**config.mk**
```make
export PLATFORM = sky130hd
export DESIGN_NAME = scrypt_ctrl
export DESIGN_NICKNAME = d
export VERILOG_FILES = /design/src/rtl/scrypt_pkg.sv /design/src/rtl/scrypt_ctrl.sv
export SDC_FILE = /design/constraint.sdc
export NUM_CORES = 1
export LEC_CHECK = 0
export BUFFER_PORTS_ARGS = -buffer_cell sky130_fd_sc_hd__buf_4
export CAP_MARGIN = 15
export CORE_ASPECT_RATIO = 1.2
export CORE_MARGIN = 2
export CORE_UTILIZATION = 45
export CTS_CLUSTER_DIAMETER = 60
export DETAILED_ROUTE_END_ITERATION = 6
export GPL_ROUTABILITY_DRIVEN = 0
export PLACE_DENSITY = 0.81
export SLEW_MARGIN = 20
export SYNTH_ARGS = -nofsm -noshare
export SYNTH_HDL_FRONTEND = slang
export SYNTH_SLANG_ARGS = --single-unit
```
**constraint.sdc**
```tcl
create_clock -name aclk -period 3.2 [get_ports aclk]
set_input_delay 0.16 -clock aclk [delete_from_list [all_inputs] [get_ports aclk]]
set_output_delay 0.16 -clock aclk [all_outputs]
set_load 0.05 [all_outputs]
```
**src/rtl/scrypt_pkg.sv**
```systemverilog
package scrypt_pkg;
    localparam int MAX_LOG2_N = 10;
    localparam int SPAD_ENTRIES = 1 << MAX_LOG2_N;
    localparam int SPAD_DEPTH = SPAD_ENTRIES * 32;
    localparam int SPAD_AW = MAX_LOG2_N + 5;
    localparam int NCNT_W = MAX_LOG2_N + 1;

    typedef logic [31:0] word_t;

    typedef struct packed {
        logic load_word;
        logic spad_write;
        logic xor_spad;
        logic mix_start;
        logic shift_out;
    } scr_cmd_t;

    typedef struct packed {
        logic mix_busy;
        logic mix_done;
    } scr_status_t;

    function automatic word_t rotl(input word_t v, input int s);
        rotl = (v << s) | (v >> (32 - s));
    endfunction
endpackage

```
**src/rtl/scrypt_ctrl.sv**
```systemverilog
module scrypt_ctrl (
    input  logic                         aclk,
    input  logic                         aresetn,
    input  logic                         in_valid,
    output logic                         in_ready,
    output logic                         out_valid,
    input  logic                         out_ready,
    output logic                         out_last,
    input  logic                         cfg_valid,
    input  logic [3:0]                   cfg_data,
    input  scrypt_pkg::scr_status_t      status,
    input  scrypt_pkg::word_t            sel_word,
    output scrypt_pkg::scr_cmd_t         cmd,
    output logic [scrypt_pkg::SPAD_AW-1:0] waddr,
    output logic [scrypt_pkg::SPAD_AW-1:0] raddr
);
    import scrypt_pkg::*;

    localparam logic [2:0] S_LOAD  = 3'd0;
    localparam logic [2:0] S_STORE = 3'd1;
    localparam logic [2:0] S_MIX   = 3'd2;
    localparam logic [2:0] S_PREP  = 3'd3;
    localparam logic [2:0] S_XOR   = 3'd4;
    localparam logic [2:0] S_OUT   = 3'd5;

    logic [2:0] st_reg;
    logic [3:0] log2n_reg;
    logic [4:0] cnt_reg;
    logic [NCNT_W-1:0] it_reg;
    logic loop2_reg;
    logic [MAX_LOG2_N-1:0] sel_reg;
    logic [MAX_LOG2_N-1:0] sel_now;
    logic [MAX_LOG2_N-1:0] nmask;
    logic [NCNT_W-1:0] nlast;
    logic [3:0] nl;

    assign nl = (log2n_reg > 4'(MAX_LOG2_N)) ? 4'(MAX_LOG2_N) : log2n_reg;
    assign nmask = MAX_LOG2_N'((NCNT_W'(1) << nl) - NCNT_W'(1));
    assign nlast = NCNT_W'(nmask);
    assign sel_now = sel_word[MAX_LOG2_N-1:0] & nmask;

    assign in_ready = st_reg == S_LOAD;
    assign out_valid = st_reg == S_OUT;
    assign out_last = cnt_reg == 5'd31;
    assign waddr = {it_reg[MAX_LOG2_N-1:0], cnt_reg};
    // read one ahead: word 0 of the selected entry in prep, cnt+1 during xor pass
    assign raddr = (st_reg == S_XOR) ? {sel_reg, cnt_reg + 5'd1} : {sel_now, 5'd0};

    always_comb begin
        cmd = '0;
        cmd.load_word = (st_reg == S_LOAD) && in_valid;
        cmd.spad_write = st_reg == S_STORE;
        cmd.xor_spad = st_reg == S_XOR;
        cmd.shift_out = (st_reg == S_OUT) && out_ready;
        cmd.mix_start = (st_reg == S_MIX) && !status.mix_busy;
    end

    always_ff @(posedge aclk) begin
        if (!aresetn) begin
            st_reg <= S_LOAD;
            log2n_reg <= 4'd10;
            cnt_reg <= '0;
            it_reg <= '0;
            loop2_reg <= 1'b0;
            sel_reg <= '0;
        end else begin
            if (cfg_valid) begin
                log2n_reg <= cfg_data;
            end
            case (st_reg)
                S_LOAD: begin
                    if (in_valid) begin
                        cnt_reg <= cnt_reg + 5'd1;
                        if (cnt_reg == 5'd31) begin
                            st_reg <= S_STORE;
                            it_reg <= '0;
                            loop2_reg <= 1'b0;
                        end
                    end
                end
                S_STORE: begin
                    cnt_reg <= cnt_reg + 5'd1;
                    if (cnt_reg == 5'd31) begin
                        st_reg <= S_MIX;
                    end
                end
                S_MIX: begin
                    if (status.mix_done) begin
                        it_reg <= it_reg + NCNT_W'(1);
                        if (it_reg == nlast) begin
                            it_reg <= '0;
                            if (loop2_reg) begin
                                st_reg <= S_OUT;
                            end else begin
                                loop2_reg <= 1'b1;
                                st_reg <= S_PREP;
                            end
                        end else begin
                            st_reg <= loop2_reg ? S_PREP : S_STORE;
                        end
                    end
                end
                S_PREP: begin
                    sel_reg <= sel_now;
                    st_reg <= S_XOR;
                end
                S_XOR: begin
                    if (cnt_reg == 5'd31) begin
                        st_reg <= S_MIX;
                    end
                    cnt_reg <= cnt_reg + 5'd1;
                end
                S_OUT: begin
                    if (out_ready) begin
                        cnt_reg <= cnt_reg + 5'd1;
                        if (cnt_reg == 5'd31) begin
                            st_reg <= S_LOAD;
                        end
                    end
                end
                default: st_reg <= S_LOAD;
            endcase
        end
    end
endmodule

```
==> impl_metrics.toml <==
[status]
status = "finished, final reports clean"

[route]
routed_via_density = 5.47
drc_errors = 0
drt_first_pass_iters = 4
drt_iter0_drc = 133
ant_nets = 0
routed_wirelength_um = 5370
wl_per_cell_um = 13.2
dr_total_vias = 2231

[setup_path]
worstPathCellList = "or4b_2, ha_1, and2_1, o211ai_1, a211oi_1, or4_4, or2_1, o2111a_1"
startpoint_type = "register"
worstSetupPathType = "reg2reg"
path_buf_inv = 0
cp-end-kind = "register"
crit_path_max_incr_delay_ns = 0.67
critPathTopFamily = "simple AND/OR/NAND/NOR gates"
critPathRequiredTime_ns = 3.37
cp_max_fo = 6
slowest_stage = "or4b_2"
arrival_ns = 3.19

[sta]
fin_crit_sh = 0.944
worst_pin_slew_ns = 0.681
finClkSkew_ns = 0.00439
rsz0062_at_grt = "no"
slew-limit-headroom = 0.546
tns_ns = 0
slew_viol_final = 0
fmax_mhz = 331
finalSetupViolations = 0
final_hold_viol_count = 0
period_needed_ns = 3.02

[worst_hold_path]
hp-class = "in2reg"

[logic_synthesis]
synth_edf_count = 0
syn_nets = 355
yosysWarnings = 0
ys_seq_area_frac = 0.295
synth-seq-cells = 34
synth_ff_type = "dfxtp_1"
netlist_instances = 308
async_flop_share = 0
synth.distinct_cells = 53
syn_area_per_cell_um2 = 7.48
syn-cell-area_um2 = 2300

[clock_tree]
cts_sinks = 34
clk_path_buf_depth = 2
root_buffer = "clkbuf_8"
cts_tree = "yes"
htreeDepth = 2
clock_latency_ns = 0.28
cts_setup_buffers = 0
clkSlewWorstSetupHoldPaths_ns = 0.07
numCtsBuffers = 5

[die]
fp-row-count = 28
die-area_um2 = 5710
num_io_pins = 81
fp.dieH_um = 82.4
coreArea_um2 = 4940
start_util = 0.467
fp.dieW_um = 69.3

[power]
leakage_nw = 1.23
p_sw_frac = 0.262
p_comb_frac = 0.174
power.switching_mw = 0.265
p_seq_frac = 0.431
p_int_mw = 0.747
ir_drop_mv = 0.163
p_per_area_nw_per_um2 = 357
clkPwrFrac = 0.395

[layout]
largest_reg_flops = 11
drive_gt1_frac = 0.236
syn2layout_area_growth_pct = 22.9
final_core_util = 0.573
n_antenna_cell = 0
fin_nets = 395
fillers = 466
multi_input_area_um2 = 1440
register_area_um2 = 681

[global_route]
antenna_found_initial = 0
grt_overflow = 0
grt_max_degree = 41
grt.total_usage = 0.193
first_global_vias = 2029
grt_pass1_wl_um = 9020

[job]
max-cap-violations = 0

[placed_design]
hpwl_um = 3920
io_buffers = 58
## worst min-delay path, stage by stage
cell and delay (ns):
buf_4 0.07, nand2_1 0.04, o211ai_1 0.06
## through the flow
| step | setup slack, ns | hold WS (ns) | cells | area (um2) | total power, mW |
|---|---|---|---|---|---|
| 6_report | 0.180 | 0.0869 | 408 | 2830 | 1.01 |
| 3_3_place_gp | 0.133 | 0.382 | 401 | 2710 | 0.618 |
| 5_1_grt | 0.0586 | 0.109 | 408 | 2830 | 1.05 |
| 4_1_cts | 0.0627 | 0.0817 | 408 | 2820 | 1.02 |
| 3_5_place_dp | 0.0877 | 0.384 | 401 | 2710 | 0.621 |
| 2_1_floorplan | 0.0337 | 0.286 | 308 | 2310 | 0.562 |
## cells in the mapped netlist (2+ instances only)
| library cell | count | share of area |
|---|---|---|
| or2_2 | 2 | 0.0054 |
| xnor2_1 | 13 | 0.049 |
| and3_1 | 5 | 0.014 |
| nor3b_1 | 2 | 0.0065 |
| o21ai_0 | 25 | 0.054 |
| nor2b_1 | 8 | 0.022 |
| nor4_1 | 2 | 0.0054 |
| inv_1 | 6 | 0.0098 |
| nand4_1 | 5 | 0.014 |
| xor2_1 | 4 | 0.015 |
| buf_1 | 3 | 0.0049 |
| a21o_1 | 3 | 0.0098 |
| clkbuf_1 | 18 | 0.029 |
| buf_4 | 10 | 0.033 |
| nand3b_1 | 4 | 0.013 |
| a22oi_1 | 2 | 0.0065 |
| o2111ai_1 | 3 | 0.011 |
| nand3_1 | 9 | 0.020 |
| a211oi_1 | 2 | 0.0065 |
| dfxtp_1 | 34 | 0.30 |
| o2111a_1 | 2 | 0.0098 |
| and2_1 | 18 | 0.049 |
| nand2_1 | 51 | 0.083 |
| nand2b_1 | 7 | 0.019 |
| ha_1 | 4 | 0.022 |
| o22ai_1 | 3 | 0.0081 |
| nor2_1 | 14 | 0.023 |
| o211ai_1 | 5 | 0.016 |
| nor3_1 | 3 | 0.0065 |
| a21oi_1 | 14 | 0.030 |
| mux2i_1 | 4 | 0.017 |
| o221ai_1 | 2 | 0.0076 |
## layout by cell type (no fill, tap or decap), drive strengths merged, types with 3 or more instances in the layout
| cell | instances |
|---|---|
| o21ai | 26 |
| clkbuf | 6 |
| nand4 | 5 |
| nor3 | 3 |
| nor2 | 14 |
| mux2i | 4 |
| nand3b | 4 |
| o2111ai | 3 |
| ha | 4 |
| xnor2 | 14 |
| buf | 67 |
| and3 | 5 |
| a21oi | 14 |
| xor2 | 4 |
| o211ai | 5 |
| a21o | 3 |
| inv | 6 |
| and2 | 18 |
| o22ai | 3 |
| nand3 | 9 |
| nand2b | 7 |
| or2 | 3 |
| dfxtp | 34 |
| nor2b | 8 |
| nand2 | 51 |
## path summary, 6_finish.rpt
kind	end	slack [ns]	from	cells after the start
worst min register to register	sel_reg[4]	0.47	sel_reg[4]	2
worst min-delay path	log2n_reg[3]	0.09	cfg_data[3]	3
worst max register to register	st_reg[1]	0.18	log2n_reg[3]	8
worst max-delay path	st_reg[1]	0.18	log2n_reg[3]	8
## layer usage
layer,track usage,share of wire,up-vias
met2,0.347,0.52,59
met4,0.0784,0.013,0
li1,-,-,1130
met1,0.228,0.43,1034
met5,0,0,-
met3,0.0376,0.044,8
## cell families (layout without fill, tap and decap cells)
| family | Yosys count | in the layout | share of synthesized area |
|---|---|---|---|
| xor gates and xnor gates | 19 | 19 | 0.0814 |
| buffers and inverters | 40 | 80 | 0.0858 |
| DFF | 34 | 34 | 0.295 |
| AOI/OAI and AO/OA | 71 | 71 | 0.198 |
| muxes | 4 | 4 | 0.0174 |
| and+or+nand+nor | 136 | 136 | 0.301 |
| adders and majority gates | 4 | 4 | 0.0217 |
## power by group through the flow
stage	combinational, mW	sequential (mW)	clock (mW)
after CTS	0.176	0.436	0.413
after global placement	0.173	0.445	0
after global routing	0.189	0.437	0.428
after floorplan	0.108	0.454	0
after detailed placement	0.176	0.446	0
final	0.176	0.436	0.400
## layout make-up
type                    instances  share of cell area
multi-input cells             234               0.508
flip-flops and latches         34               0.240
repair buffers                 67               0.178
clock buffers                   6              0.0292
well taps                      60              0.0265
clock inverters                 1              0.0106
inverters                       6             0.00795
## timing repair
| action | CTS | global route |
|---|---|---|
| hold endpoints to repair | 0 | 0 |
| setup endpoints to repair | 0 | 11 |
| gates resized for setup | 0 | 2 |
| hold buffers | 0 | 0 |
(Power assumes the default switching activity.)
